<file path="config.mk">
export PLATFORM = sky130hd
export DESIGN_NAME = tcse_div
export DESIGN_NICKNAME = d
export VERILOG_FILES = /design/src/design/tcse_pkg.sv /design/src/design/tcse_div.sv
export SDC_FILE = /design/constraint.sdc
export NUM_CORES = 1
export LEC_CHECK = 0
export ABC_AREA = 1
export BUFFER_PORTS_ARGS = -buffer_cell sky130_fd_sc_hd__buf_2
export CAP_MARGIN = 20
export CORE_ASPECT_RATIO = 1.1
export CORE_UTILIZATION = 25
export DETAILED_ROUTE_END_ITERATION = 12
export GPL_TIMING_DRIVEN = 0
export PLACE_DENSITY_LB_ADDON = 0.12
export SYNTH_ARGS = -nofsm -noshare
export SYNTH_HDL_FRONTEND = slang
export SYNTH_SLANG_ARGS = --single-unit
</file>
<file path="constraint.sdc">
create_clock -name clk_i -period 2.1 [get_ports clk_i]
set_input_delay 0.21 -clock clk_i [delete_from_list [all_inputs] [get_ports clk_i]]
set_output_delay 0.21 -clock clk_i [all_outputs]
set_load 0.005 [all_outputs]
</file>
<file path="src/design/tcse_pkg.sv">
// ---------------------------------------------------------------------------
// tcse_pkg
// Types, codes and constants of the TCP connection state engine.
// ---------------------------------------------------------------------------
package tcse_pkg;

  localparam int SLOTS  = 16;
  localparam int SLOT_W = (SLOTS > 1) ? $clog2(SLOTS) : 1;

  localparam logic [31:0] LOCAL_ADDR_RST = 32'h0100_007F;
  localparam logic [31:0] ISS_RST        = 32'd1000;
  localparam logic [15:0] WIN_INIT       = 16'd4096;
  localparam logic [31:0] MSS            = 32'd1460;
  localparam logic [31:0] SSTH_INIT      = 32'd65535;
  localparam logic [31:0] TH_MIN         = 32'd2920;
  localparam logic [31:0] FR_INFLATE     = 32'd4380;
  localparam logic [15:0] SRTT_INIT      = 16'd200;
  localparam logic [15:0] RTO_INIT       = 16'd400;
  localparam logic [16:0] RTO_MIN        = 17'd200;
  localparam logic [16:0] RTO_MAX        = 17'd65535;
  localparam logic [16:0] RTO_MARGIN     = 17'd40;
  localparam logic [18:0] RTT_SAMPLE     = 19'd10;
  localparam logic [15:0] MIN_LEN        = 16'd20;
  localparam logic [7:0]  DUP_MAX        = 8'hFF;
  localparam logic [7:0]  DUP_FR         = 8'd3;

  // Flag bit positions in the flags byte.
  localparam int FLAG_FIN = 0;
  localparam int FLAG_SYN = 1;
  localparam int FLAG_RST = 2;
  localparam int FLAG_ACK = 4;

  // Congestion avoidance divides MSS squared by cwnd.
  localparam int DIV_BITS = 22;
  localparam logic [DIV_BITS-1:0] MSS_SQ = DIV_BITS'(1460 * 1460);

  typedef enum logic [3:0] {
    OUT_MALFORMED = 4'd0,
    OUT_NONE      = 4'd1,
    OUT_RESET     = 4'd2,
    OUT_SYN_RCVD  = 4'd3,
    OUT_SYNACK    = 4'd4,
    OUT_ACK_EST   = 4'd5,
    OUT_DUP_ACK   = 4'd6,
    OUT_FAST_RTX  = 4'd7,
    OUT_NEW_ACK   = 4'd8,
    OUT_LAST_ACK  = 4'd9,
    OUT_CLOSE_WT  = 4'd10,
    OUT_TIME_WT   = 4'd11,
    OUT_FIN_CLOSE = 4'd12,
    OUT_FULL      = 4'd13
  } outcome_e;

  typedef enum logic [3:0] {
    ST_CLOSED    = 4'd0,
    ST_LISTEN    = 4'd1,
    ST_SYNSENT   = 4'd2,
    ST_SYNRCVD   = 4'd3,
    ST_ESTAB     = 4'd4,
    ST_FINWAIT1  = 4'd5,
    ST_FINWAIT2  = 4'd6,
    ST_CLOSEWAIT = 4'd7,
    ST_CLOSING   = 4'd8,
    ST_LASTACK   = 4'd9,
    ST_TIMEWAIT  = 4'd10
  } conn_state_e;

  typedef enum logic [0:0] {
    REG_LOCAL_ADDR = 1'b0,
    REG_ISS        = 1'b1
  } cfg_reg_e;

  typedef struct packed {
    logic [3:0]  st;
    logic [31:0] lip;
    logic [15:0] lport;
    logic [31:0] raddr;
    logic [15:0] rport;
  } key_t;

  typedef struct packed {
    logic [31:0] una;
    logic [31:0] snd_nxt;
    logic [31:0] rcv_nxt;
    logic [15:0] snd_wnd;
    logic [31:0] cwnd;
    logic [31:0] ssthresh;
    logic [7:0]  dup_cnt;
    logic [15:0] srtt;
    logic [15:0] rto;
  } conn_t;

  function automatic logic [31:0] sat_add(input logic [31:0] a, input logic [31:0] b);
    logic [32:0] s;
    s = {1'b0, a} + {1'b0, b};
    return s[32] ? 32'hFFFF_FFFF : s[31:0];
  endfunction

endpackage

</file>
<file path="src/design/tcse_div.sv">
// ---------------------------------------------------------------------------
// tcse_div
// Restoring divider of MSS squared by a 32-bit cwnd, one quotient bit a cycle.
// ---------------------------------------------------------------------------
module tcse_div import tcse_pkg::*; (
  input  logic                clk_i,
  input  logic                rst_ni,
  input  logic                start_i,
  input  logic [31:0]         divisor_i,
  output logic                done_o,
  output logic [DIV_BITS-1:0] quotient_o
);

  localparam int CNT_W = $clog2(DIV_BITS);

  logic                run_q;
  logic                done_q;
  logic [CNT_W-1:0]    cnt_q;
  logic [31:0]         rem_q;
  logic [31:0]         dsr_q;
  logic [DIV_BITS-1:0] quo_q;
  logic [32:0]         shifted;
  logic [32:0]         rem_d;
  logic                ge;

  // Shift in the next dividend bit, subtract when it fits.
  always_comb begin
    shifted = {rem_q, quo_q[DIV_BITS-1]};
    ge      = shifted >= {1'b0, dsr_q};
    rem_d   = ge ? (shifted - {1'b0, dsr_q}) : shifted;
  end

  always_ff @(posedge clk_i or negedge rst_ni) begin
    if (!rst_ni) begin
      run_q  <= 1'b0;
      done_q <= 1'b0;
      cnt_q  <= '0;
    end else begin
      done_q <= 1'b0;
      if (start_i) begin
        run_q <= 1'b1;
        cnt_q <= '0;
      end else if (run_q) begin
        cnt_q <= cnt_q + CNT_W'(1);
        if (cnt_q == CNT_W'(DIV_BITS - 1)) begin
          run_q  <= 1'b0;
          done_q <= 1'b1;
        end
      end
    end
  end

  always_ff @(posedge clk_i) begin
    if (start_i) begin
      rem_q <= '0;
      dsr_q <= divisor_i;
      quo_q <= MSS_SQ;
    end else if (run_q) begin
      rem_q <= rem_d[31:0];
      quo_q <= {quo_q[DIV_BITS-2:0], ge};
    end
  end

  assign done_o     = done_q;
  assign quotient_o = quo_q;

endmodule

</file>
After elaboration in Yosys (flattened, before gate mapping)
Cells that the tools add are included.

storage, ports and cells
  output and inout bits = 23
  input bits = 35
  register bits = 93

cells by class
  $add $sub $neg = 2
  order comparisons = 1
  reduce and logical (&&, ||, !) cells = 1
  equal/unequal tests = 1
  mux-type cells = 9

operators with widths
  operator               number
  $ge A33 B32 Y1         1
  $mux W32               1
  $sub A32 B32 Y32       1
  $mux W5                2
  $mux W1                6
  $add A5 B1 Y5 const B  1
  $eq A5 B5 Y1 const B   1
  $reduce_bool A2 Y1     1

Depth between registers and ports, before layout
Gate-level depths: netlist (run 1).

  depth in word-level cells = 4
  depth in mapped cells = 17
  mapped depth without buffers = 17

Least setup slack after synthesis (run 1)
No wires, ideal clock.

  path type = register -> register
  start = register quo_q[21], in the netlist quotient_o[21]
  end = register rem_q[28]
  stages on the path, launching flop included = 14
  data arrival time = 1.808 ns
  clock period less this slack = 1.922 ns
  slack = 0.178 ns
  cell sequence = dfxtp_1 > inv_1 > ha_1 > fa_1 > o21bai_1 > nand2_1 > nand3b_1 > nand2_1 > nand2_1 > nand2_1 > nand2_1 > nand2_1 > nand3_1 > nand2_1

on the way
  cells in the longest elaborated chain, start to end = 2
  elaborated cells between the ends (all ways) = 3

RTL lines
  what                                                line                            source
  start, declared                                     tcse_div.sv:21                  logic [DIV_BITS-1:0] quo_q;
  start signal, assigned                              tcse_div.sv:60                  quo_q <= {quo_q[DIV_BITS-2:0], ge};
  $sub A32 B32 Y32 or $ge A33 B32 Y1 (tied branches)  tcse_div.sv:30, tcse_div.sv:29
  $mux W32 (*)                                        tcse_div.sv:30                  rem_d = ge ? (shifted - {1'b0, dsr_q}) : shifted;
  end signal, assigned                                tcse_div.sv:59                  rem_q <= rem_d[31:0];
  end, declared                                       tcse_div.sv:19                  logic [31:0] rem_q;

Mark *: on every way between the ends. The rest lies on a longest branch, timed or not.
A chain may end at the register's enable or synchronous reset.

Worst setup path in the final report (run 1)
  start = register dsr_q[24]
  end = register rem_q[9]

on the way
  cells in the longest elaborated chain, start to end = 2

RTL lines
  what                    line            source
  start, declared         tcse_div.sv:20  logic [31:0] dsr_q;
  start signal, assigned  tcse_div.sv:56  dsr_q <= divisor_i;
  $ge A33 B32 Y1          tcse_div.sv:29  ge = shifted >= {1'b0, dsr_q};
  $mux W32                tcse_div.sv:30

Every way passes these cells.

==> results of run 1 <==
[cells by family (layout without fill, tap and decap cells)]
| kind of cell | count (synthesis) | after routing | share of synthesized area [%] |
|---|---|---|---|
| AOI/OAI and AO/OA | 68 | 68 | 7.038 |
| xor gates and xnor gates | 17 | 17 | 2.569 |
| adders and majority gates | 35 | 35 | 7.686 |
| DFF | 93 | 93 | 38.26 |
| buffers and inverters | 182 | 283 | 12.20 |
| and+or+nand+nor | 443 | 444 | 32.25 |
[worst max-delay path by stage]
stage           endpoint  slack (ns)  cells after the start
6_report        rem_q[9]       -0.01                     14
3_5_place_dp   rem_q[28]       -0.33                     13
4_1_cts        rem_q[28]       -0.03                     13
5_1_grt        rem_q[14]       -0.14                     16
3_3_place_gp   rem_q[28]       -0.33                     13
2_1_floorplan  rem_q[28]        0.18                     13
[state kept, by name, indices dropped and copies added, names as in the netlist]
register    cells
run_q           1
dsr_q          32
done_o          1
cnt_q           5
quotient_o     22
rem_q          32
[routing by layer]
layer  vias up  global-route usage (%)  routed length (um)
met4         0                   4.264                 255
met5         -                       0                   0
met1      2424                   19.26                8249
met2        76                   26.22                8300
met3        16                   3.174                 534
li1       2825                       -                   -
[report_power, final]
part | switching (mW) | leakage, nW | internal, mW | total, mW
registers | 0.0926 | 0.845 | 1.99 | 2.09
clock network | 0.842 | 0.142 | 0.837 | 1.68
logic | 0.797 | 2.73 | 0.573 | 1.37
[stage by stage]
stage / total power, mW / util, % / cell area, um^2
finish: 5.136 / 33.43 / 7617
global route: 5.452 / 33.43 / 7617
CTS: 5.118 / 32.43 / 7390
detailed placement: 3.158 / 28.33 / 6456
global placement: 3.162 / 28.33 / 6456
floorplan: 2.835 / - / 5796
[cells in the final DEF, fill, tap and decap left out, types with 5 or more instances in the layout]
cell         n
buf_4       23
a22oi_1      6
clkbuf_1     7
nor2_4       8
o22ai_1     16
xor2_1      15
o21ai_0      5
nand4_1      5
a21oi_1     20
dfrtp_1      7
o21bai_1     7
a21oi_2      8
edfxtp_1    32
ha_1         7
dfxtp_2      5
nand2_1    237
nand3_2      6
buf_2       57
nor2_2       8
nand2_2     49
nor3_1       7
inv_2       15
nand3_1     76
nor2_1      35
ha_4        26
clkbuf_16    9
inv_1      150
dfxtp_1     49
buf_6        5
[layout make-up]
class / instances / area [um^2]
Fill cell: 2573 / 15170
Inverter: 167 / 626.9
Sequential cell: 93 / 2223
Buffer: 15 / 95.09
Multi-Input combinational cell: 564 / 3483
Timing Repair Buffer: 85 / 523.0
Clock inverter: 7 / 65.06
Clock buffer: 9 / 225.2
Tap cell: 300 / 375.4
[repair_timing]
action / in CTS / in global routing
endpoints found under the setup margin: 33 / 33
hold buffers: 2 / 1
cloned: 2 / 1
buffers inserted: 17 / 8
hold endpoints to repair: 8 / 1
gates resized for setup: 87 / 59
pin swaps: 19 / 19
==> metrics.csv, run 1 <==
stage,metric,value,unit
route,vias per cell,4.307,
final_layout,post-route insts no fill,1240,
synth,Synth area leader,dfxtp_1,
synth,Main synth FF type,dfxtp_1,
sta,slew margin rel.,42.54,%
sta,fin crit share,100.5,%
sta,post-route setup TNS,-0.02214,ns
critical_path,CP dominant cell by count,nand2_1,
clock_tree,CTS H-tree depth,3,
worst_hold_path,WHS Endpoint,dsr_q[23],
sta,Hold Fails Final Rpt,0,
global_route,GRT Total Usage,15.27,%
critical_path,worst path required time,2.34,ns
critical_path,Worst EP arrival,2.35,ns
status,violated checks,setup timing,
synth,post-synthesis cell type count,36,
die,Core Box Area,22790,um^2
die,Die Wd,147.2,um
synth,"top cells by area, synth","dfxtp_1 19%, nand2_1 18%, edfxtp_1 17%",
final_layout,share of cells above drive strength 1,25.64,%
clock_tree,Worst-Skew Late Latency,0.36,ns
sta,Worst-Margin Slew,0.8619,ns
sta,worst hold slack,0.01718,ns
synth,Cells after Synth,838,
clock_tree,Clock transition at path regs,0.08,ns
global_route,total gr overflow,0,
sta,Worst Clk Skew,0.009534,ns
worst_hold_path,HP Class,in2reg,
final_layout,# diodes,0,
power_and_ir_drop,P per Cell Area,674.2,nW/um^2
route,final WL,17340,um
critical_path,critical path capture point type,register,
global_route,global-route wire length before repair,28320,um
route,DRC viols,0,
sta,Final Critical Period,2.110,ns
critical_path,worst-path cell chain,inv_1 > ha_4 > nand2_1 > nand2_1 > a21oi_2 > nand2_2 > nand2_4 > nand4_4 > nor2_4 > nor2_4 > buf_12 > buf_6 > nand2_1 > nand3_1,
synth,number of synthesized register bits,93,
sta,max-slew violations,0,
placement,HPWL after detailed placement,12820,um
critical_path,crit path from,dsr_q[24],
synth,Synth top area share,18.65,%
synth,Post-synth top cells,"285 x nand2_1, 163 x inv_1, 82 x nand3_1, 54 x dfxtp_1, 44 x nor2_1",
route,average routed wire per standard cell,13.98,um
power_and_ir_drop,P_leak,3.715,nW
placement,post-placement setup slack,-0.3259,ns
clock_tree,CTS Sinks,93,
critical_path,crit path max-delay cell type,edfxtp_1,
clock_tree,CTS Buf Count,9,
die,I/O Pins,58,
die,# rows,58,
status,status,"finished, violations left",
worst_hold_path,worst hold path depth,1,
critical_path,CP peak stage delay,0.37,ns
critical_path,Worst Setup Path Type,reg2reg,
clock_tree,Max Root-Sink Buffers,2,
synth,synthesized net count,908,
route,Post-DRT Antenna Nets,0,
critical_path,start of the worst register-to-register path,dsr_q[24],
clock_tree,root buffer cell,clkbuf_16,
critical_path,Top Family by Delay on Critical Path,simple AND/OR/NAND/NOR gates,
critical_path,R2R Path End,rem_q[9],
synth,"Seq/Total Area, Yosys",38.26,%
route,via count,5341,
global_route,initial antenna violation count,0,
critical_path,"Buf+Inv Stages, Crit Path",3,
synth,syn_area_per_cell,6.916,um^2
critical_path,R2R cell count,14,
critical_path,startpoint types,register,
critical_path,worst-path fanout max,6,
sta,# setup viols final,4,
sta,maximum clock frequency,0.4739,GHz
synth,synthesis warning total,0,
route,1st-pass router iterations,4,
global_route,largest net degree at the start of global routing,37,
final_layout,Layout area overhead,31.43,%
route,initial DRC count,250,
worst_hold_path,hold path start,divisor_i[23],
synth,ys async rst share,7.527,%
placement,# placed instances,1195,
final_layout,Final Net Count,1005,
die,Initial Utilization,25.43,%
sta,RSZ-0062 raised after global routing,true,
synth,Post-synth EDFFs,32,
global_route,vias in the first global route,5463,
clock_tree,CTS tree,yes,
critical_path,r2r setup slk,-0.01,ns
die,die area,23800,um^2
power_and_ir_drop,Peak VDD IR,0.3885,mV
placement,gpl congestion,0.8324,
synth,most frequent cell after synthesis,nand2_1,
die,die boundary height,161.7,um
placement,port bufs,57,
flow_run,MaxCap Viol Count,0,
sta,setup slack after layout,-0.01030,ns
synth,mapped cell area,5796,um^2
Power figures use the tool's default switching activity.
==> inputs of run 2 (changes only) <==
--- a/config.mk
+++ b/config.mk
@@ -7,7 +7,9 @@
 export LEC_CHECK = 0
 export ABC_AREA = 1
 export BUFFER_PORTS_ARGS = -buffer_cell sky130_fd_sc_hd__buf_2
-export CAP_MARGIN = 20
+export CAP_MARGIN = 0
+export CELL_PAD_IN_SITES_DETAIL_PLACEMENT = 0
+export CELL_PAD_IN_SITES_GLOBAL_PLACEMENT = 1
 export CORE_ASPECT_RATIO = 1.1
 export CORE_UTILIZATION = 25
 export DETAILED_ROUTE_END_ITERATION = 12
==> run 2 against run 1 <==
The flow now finishes without violations. Largest cell class unchanged. Sequential share of layout area is 0.80 points lower. Largest power group unchanged. Global-route usage is 0.54 points higher. Maximum frequency is 3.9% higher.
==> metrics.csv, run 2 (synthesis gave the netlist of run 1 again) <==
stage,metric,value,unit
final_layout,# diodes,0,
sta,maximum clock frequency,0.4921,GHz
final_layout,share of cells above drive strength 1,30.77,%
die,# rows,58,
critical_path,worst-path fanout max,5,
placement,Area after DPL,6456,um^2
clock_tree,Max Root-Sink Buffers,2,
die,Die Wd,147.2,um
global_route,GRT Total Usage,15.81,%
die,die area,23800,um^2
sta,worst hold slack,0.01405,ns
power_and_ir_drop,P_leak,3.849,nW
route,1st-pass router iterations,4,
final_layout,Fillers,2558,
critical_path,crit path max-delay cell type,edfxtp_1,
global_route,initial antenna violation count,0,
power_and_ir_drop,Peak VDD IR,0.3440,mV
critical_path,Worst Setup Path Type,reg2reg,
critical_path,CP peak stage delay,0.37,ns
final_layout,Final Net Count,1001,
clock_tree,CTS Buf Count,9,
route,DRC viols,0,
route,final WL,18070,um
sta,post-route setup TNS,0,ns
critical_path,r2r setup slk,0.07,ns
die,Core Box Area,22790,um^2
sta,# setup viols final,0,
sta,RSZ-0062 raised after global routing,true,
critical_path,worst-path cell chain,inv_1 > ha_2 > nand2_2 > inv_1 > nand3_2 > o21bai_2 > nand4_4 > nor2_4 > nor2_4 > buf_6 > clkbuf_16 > nand2_2 > nand3_2,
clock_tree,Clock transition at path regs,0.08,ns
placement,gpl congestion,0.7987,
global_route,vias in the first global route,5378,
route,via count,5360,
critical_path,"Buf+Inv Stages, Crit Path",4,
route,initial DRC count,188,
sta,Hold Fails Final Rpt,0,
power_and_ir_drop,total chip power,5.275,mW
sta,Final Critical Period,2.032,ns
route,Post-DRT Antenna Nets,0,
status,status,completed,
final_layout,Layout Utilization,34.37,%
global_route,global-route wire length before repair,28980,um
final_layout,cell area after layout,7833,um^2
placement,port bufs,57,
critical_path,Worst EP arrival,2.29,ns
sta,Worst Clk Skew,0.01201,ns
worst_hold_path,HP Class,in2reg,
sta,Worst-Margin Slew,0.9177,ns
sta,max-slew violations,0,
final_layout,"commonest non-fill, non-tap cell in the layout",nand2_1,
die,I/O Pins,58,
final_layout,Layout area overhead,35.15,%
clock_tree,CTS Sinks,93,
route,routed wl met3,459,um
sta,slew margin rel.,38.82,%
route,vias per cell,4.337,
critical_path,Top Family by Delay on Critical Path,simple AND/OR/NAND/NOR gates,
route,top sig layer,met4,
clock_tree,root buffer cell,clkbuf_16,
placement,HPWL after detailed placement,13480,um
global_route,largest net degree at the start of global routing,37,
sta,fin crit share,96.76,%
die,Initial Utilization,25.43,%
die,die boundary height,161.7,um
route,WL met2,8773,um
final_layout,most frequent cells in the layout,"216 x nand2_1, 147 x inv_1, 66 x nand3_1, 60 x nand2_2, 57 x buf_2",
critical_path,critical path capture point type,register,
power_and_ir_drop,P per Cell Area,673.4,nW/um^2
flow_run,MaxCap Viol Count,0,
critical_path,worst path required time,2.36,ns
clock_tree,Worst-Skew Late Latency,0.37,ns
global_route,total gr overflow,0,
route,average routed wire per standard cell,14.62,um
route,M1 WL,8675,um
critical_path,startpoint types,register,
clock_tree,CTS tree,yes,
clock_tree,CTS H-tree depth,3,
-- run 2: cell types whose count changed in the layout (fill, tap and decap cells not counted), sizes merged --
cell         before  now
dlygate4sd3       3    1
inv             170  171
clkinvlp          1    0
buf              89   87
-- run 2: path summary, 6_finish.rpt --
check / from / endpoint / depth (start not counted)
max: dsr_q[29] / rem_q[3] / 13
min: divisor_i[22] / dsr_q[22] / 1
max reg2reg: dsr_q[29] / rem_q[3] / 13
min reg2reg: rem_q[31] / rem_q[31] / 2
max in group asynchronous: rst_ni / cnt_q[2] / 2
min in group asynchronous: rst_ni / cnt_q[1] / 2
-- run 2: repair_timing --
item                                   CTS  global route
setup endpoints to repair               33            33
pin swaps                               20            28
cloned                                   2             1
setup buffers                           17             6
endpoints found under the hold margin    7             0
gates resized for setup                 93           116
hold buffers                             1             0
-- run 2: worst reg2reg max path, stage by stage, from the launching register on --
cell	delay, ns
edfxtp_1	0.37
inv_1	0.07
ha_2	0.30
nand2_2	0.10
inv_1	0.07
nand3_2	0.09
o21bai_2	0.15
nand4_4	0.12
nor2_4	0.20
nor2_4	0.05
buf_6	0.13
clkbuf_16	0.16
nand2_2	0.06
nand3_2	0.05
-- run 2: final cells by class --
class / count / area [um^2] / area share [%]
multi-input combinational: 564 / 3710 / 47.36
clock buffer: 9 / 225.2 / 2.875
buffer: 13 / 80.08 / 1.022
inverter: 167 / 626.9 / 8.003
sequential: 93 / 2223 / 28.39
tap: 300 / 375.4 / 4.792
clock inverter: 7 / 76.32 / 0.9744
timing repair buffer: 83 / 515.5 / 6.581
-- run 2: metal layers --
metal / GRT usage [%] / up-vias
met5: 0 / -
met4: 4.077 / 0
met3: 2.584 / 10
met2: 26.84 / 58
met1: 20.75 / 2477
li1: - / 2815
-- run 2: metrics by stage --
stage	std cells	worst slack (ns)
3_3_place_gp	1195	-0.3868
2_1_floorplan	838	0.1781
4_1_cts	1231	0.0002729
5_1_grt	1236	-0.08934
3_5_place_dp	1195	-0.3896
6_report	1236	0.06807
-- run 2: report_power, final --
group          switching (mW)  leakage, nW  internal, mW  total (mW)
logic                   0.872         2.85         0.597        1.47
clock network           0.865        0.149         0.852        1.72
registers              0.0950        0.845          1.99        2.09
total                    1.83         3.85          3.44        5.27
==> inputs of run 3 (changes only) <==
--- a/config.mk
+++ b/config.mk
@@ -11,7 +11,7 @@
 export CELL_PAD_IN_SITES_DETAIL_PLACEMENT = 0
 export CELL_PAD_IN_SITES_GLOBAL_PLACEMENT = 1
 export CORE_ASPECT_RATIO = 1.1
-export CORE_UTILIZATION = 25
+export CORE_UTILIZATION = 43
 export DETAILED_ROUTE_END_ITERATION = 12
 export GPL_TIMING_DRIVEN = 0
 export PLACE_DENSITY_LB_ADDON = 0.12
==> constraint.sdc (replaced) <==
create_clock -name clk_i -period 1.9 [get_ports clk_i]
set_input_delay 0.19 -clock clk_i [delete_from_list [all_inputs] [get_ports clk_i]]
set_output_delay 0.19 -clock clk_i [all_outputs]
set_load 0.005 [all_outputs]
==> run 3 against run 2 <==
The run now ends with setup timing left. Largest power group unchanged. Clock skew barely moved. Power rose by 13%. Via count rose by 4.0%. Clock power rose by 10%. First-iteration DRC count rose by 22%. Sequential share of layout area fell by 0.84 points. Routed wire length fell by 6.4%.
==> metrics.csv, run 3 (synthesis gave the netlist of run 1 again) <==
stage,metric,value,unit
worst_hold_path,HP Class,in2reg,
sta,RSZ-0062 raised after global routing,true,
route,initial DRC count,230,
clock_tree,Worst-Skew Late Latency,0.36,ns
final_layout,Layout area overhead,39.18,%
clock_tree,root buffer cell,clkbuf_16,
power_and_ir_drop,Pint,3.896,mW
route,1st-pass router iterations,5,
clock_tree,CTS tree,yes,
critical_path,Worst Setup Path Type,reg2reg,
global_route,initial antenna violation count,0,
placement,port bufs,57,
placement,Area after DPL,6285,um^2
clock_tree,Clock transition at path regs,0.08,ns
sta,worst hold slack,0.006343,ns
critical_path,startpoint types,register,
global_route,total gr overflow,0,
power_and_ir_drop,Peak VDD IR,0.4057,mV
sta,Worst-Margin Slew,0.6798,ns
sta,Final Critical Period,2.083,ns
die,Initial Utilization,44.05,%
placement,HPWL after detailed placement,12100,um
final_layout,# diodes,0,
clock_tree,CTS H-tree depth,3,
final_layout,most frequent cells in the layout,"198 x nand2_1, 140 x inv_1, 76 x nand2_2, 57 x nand3_1, 57 x buf_2",
sta,Worst Clk Skew,0.01237,ns
sta,maximum clock frequency,0.4800,GHz
power_and_ir_drop,share of power burned in registers,38.8,%
critical_path,worst-path cell chain,inv_1 > ha_4 > a21oi_4 > o21ai_1 > nor2_2 > nand4_4 > nor2_4 > nor2_4 > buf_6 > nand2_2 > nand3_2,
clock_tree,CTS Buf Count,9,
critical_path,worst path required time,2.15,ns
final_layout,Layout Utilization,61.31,%
critical_path,critical path capture point type,register,
critical_path,Worst EP arrival,2.33,ns
route,final WL,16920,um
route,average routed wire per standard cell,15.00,um
power_and_ir_drop,switch share,34.62,%
global_route,vias in the first global route,5509,
critical_path,CP dominant cell by count,nor2_4,
final_layout,share of cells above drive strength 1,33.61,%
route,via count,5575,
power_and_ir_drop,Clk pwr share,32.0,%
die,die boundary height,123.8,um
critical_path,worst-path fanout max,6,
placement,# placed instances,1056,
sta,fin crit share,109.7,%
die,Die Wd,112.7,um
sta,slew margin rel.,54.68,%
status,violated checks,setup timing,
die,Core Box Area,13160,um^2
power_and_ir_drop,P_leak,4.040,nW
global_route,largest net degree at the start of global routing,37,
placement,gpl congestion,0.8918,
critical_path,crit path max-delay cell type,edfxtp_1,
clock_tree,Max Root-Sink Buffers,2,
sta,Hold Fails Final Rpt,0,
status,status,"finished, violations left",
sta,max-slew violations,0,
final_layout,Fillers,1208,
die,I/O Pins,58,
power_and_ir_drop,Logic pwr share,29.3,%
route,Post-DRT Antenna Nets,0,
final_layout,post-route insts no fill,1128,
route,vias per cell,4.942,
global_route,global-route wire length before repair,27030,um
die,die area,13950,um^2
global_route,GRT Total Usage,25.02,%
critical_path,CP peak stage delay,0.37,ns
flow_run,MaxCap Viol Count,0,
final_layout,"commonest non-fill, non-tap cell in the layout",nand2_1,
power_and_ir_drop,Sw Pwr,2.063,mW
power_and_ir_drop,P per Cell Area,738.7,nW/um^2
final_layout,cell area after layout,8066,um^2
route,DRC viols,0,
clock_tree,CTS Sinks,93,
sta,setup slack after layout,-0.1834,ns
sta,# setup viols final,33,
die,# rows,44,
final_layout,Final Net Count,1032,
run 3: changes by cell type in the layout (fill, tap and decap cells not counted), sizes merged:
cell	change
dlygate4sd3	+20
clkbuf	+1
buf	+10
inv	-1
clkinv	+1
run 3: per-layer routing:
metal | up-vias | wire length [um] | GRT usage, %
li1 | 2876 | - | -
met2 | 92 | 8324 | 44.48
met4 | 0 | 415 | 10.50
met5 | - | 0 | 0
met3 | 29 | 375 | 2.871
met1 | 2578 | 7803 | 30.89
run 3: repair_timing:
item / 4_1_cts / 5_1_grt
hold buffers: 20 / 1
resized for setup: 145 / 99
gates cloned: 3 / 1
setup buffers: 17 / 14
endpoints found under the hold margin: 26 / 1
pin swaps: 36 / 38
endpoints found under the setup margin: 33 / 43
run 3: metrics by stage:
stage / worst slack [ns] / total power, mW / setup TNS, ns
floorplan: 0.05120 / 3.135 / 0
global placement: -0.4435 / 3.477 / -13.35
global route: -0.2923 / 6.242 / -8.824
finish: -0.1834 / 5.959 / -5.064
CTS: -0.1918 / 5.807 / -4.851
detailed placement: -0.5031 / 3.488 / -14.98
run 3: path summary, 6_finish.rpt:
path	end	startpoint	cells past startpoint	slack, ns
setup / recovery	rem_q[7]	dsr_q[30]	11	-0.18
hold / removal	dsr_q[22]	divisor_i[22]	1	0.006
setup reg to reg	rem_q[7]	dsr_q[30]	11	-0.18
hold reg to reg	rem_q[31]	rem_q[31]	2	0.45
max in group asynchronous	run_q	rst_ni	2	1.55
min in group asynchronous	cnt_q[0]	rst_ni	2	0.18
run 3: final cells by class:
type                            count  area [um^2]  area share [%]
Buffer                             15        95.09           1.179
Tap cell                          161        201.4           2.497
Clock inverter                      7        83.83           1.039
Sequential cell                    93         2222           27.55
Inverter                          167        626.9           7.771
Timing Repair Buffer              112        765.7           9.493
Multi-Input combinational cell    564         3846           47.68
Clock buffer                        9        225.2           2.792
run 3: worst max-delay path: cells and delay by family, from the launching register on:
kind	cells	cell delay (ns)
flip-flops	1	0.37
AND/OR/NAND/NOR	6	0.85
adder cells (fa/ha/maj)	1	0.23
buffers and inverters	2	0.26
AO/OA/AOI/OAI	2	0.25
run 3: power by group through the flow:
stage	Clock [mW]	Combinational, mW	Sequential [mW]
finish	1.90	1.74	2.31
global route	2.00	1.91	2.33
floorplan	0	0.828	2.31
CTS	1.93	1.57	2.31
global placement	0	1.16	2.32
detailed placement	0	1.16	2.32
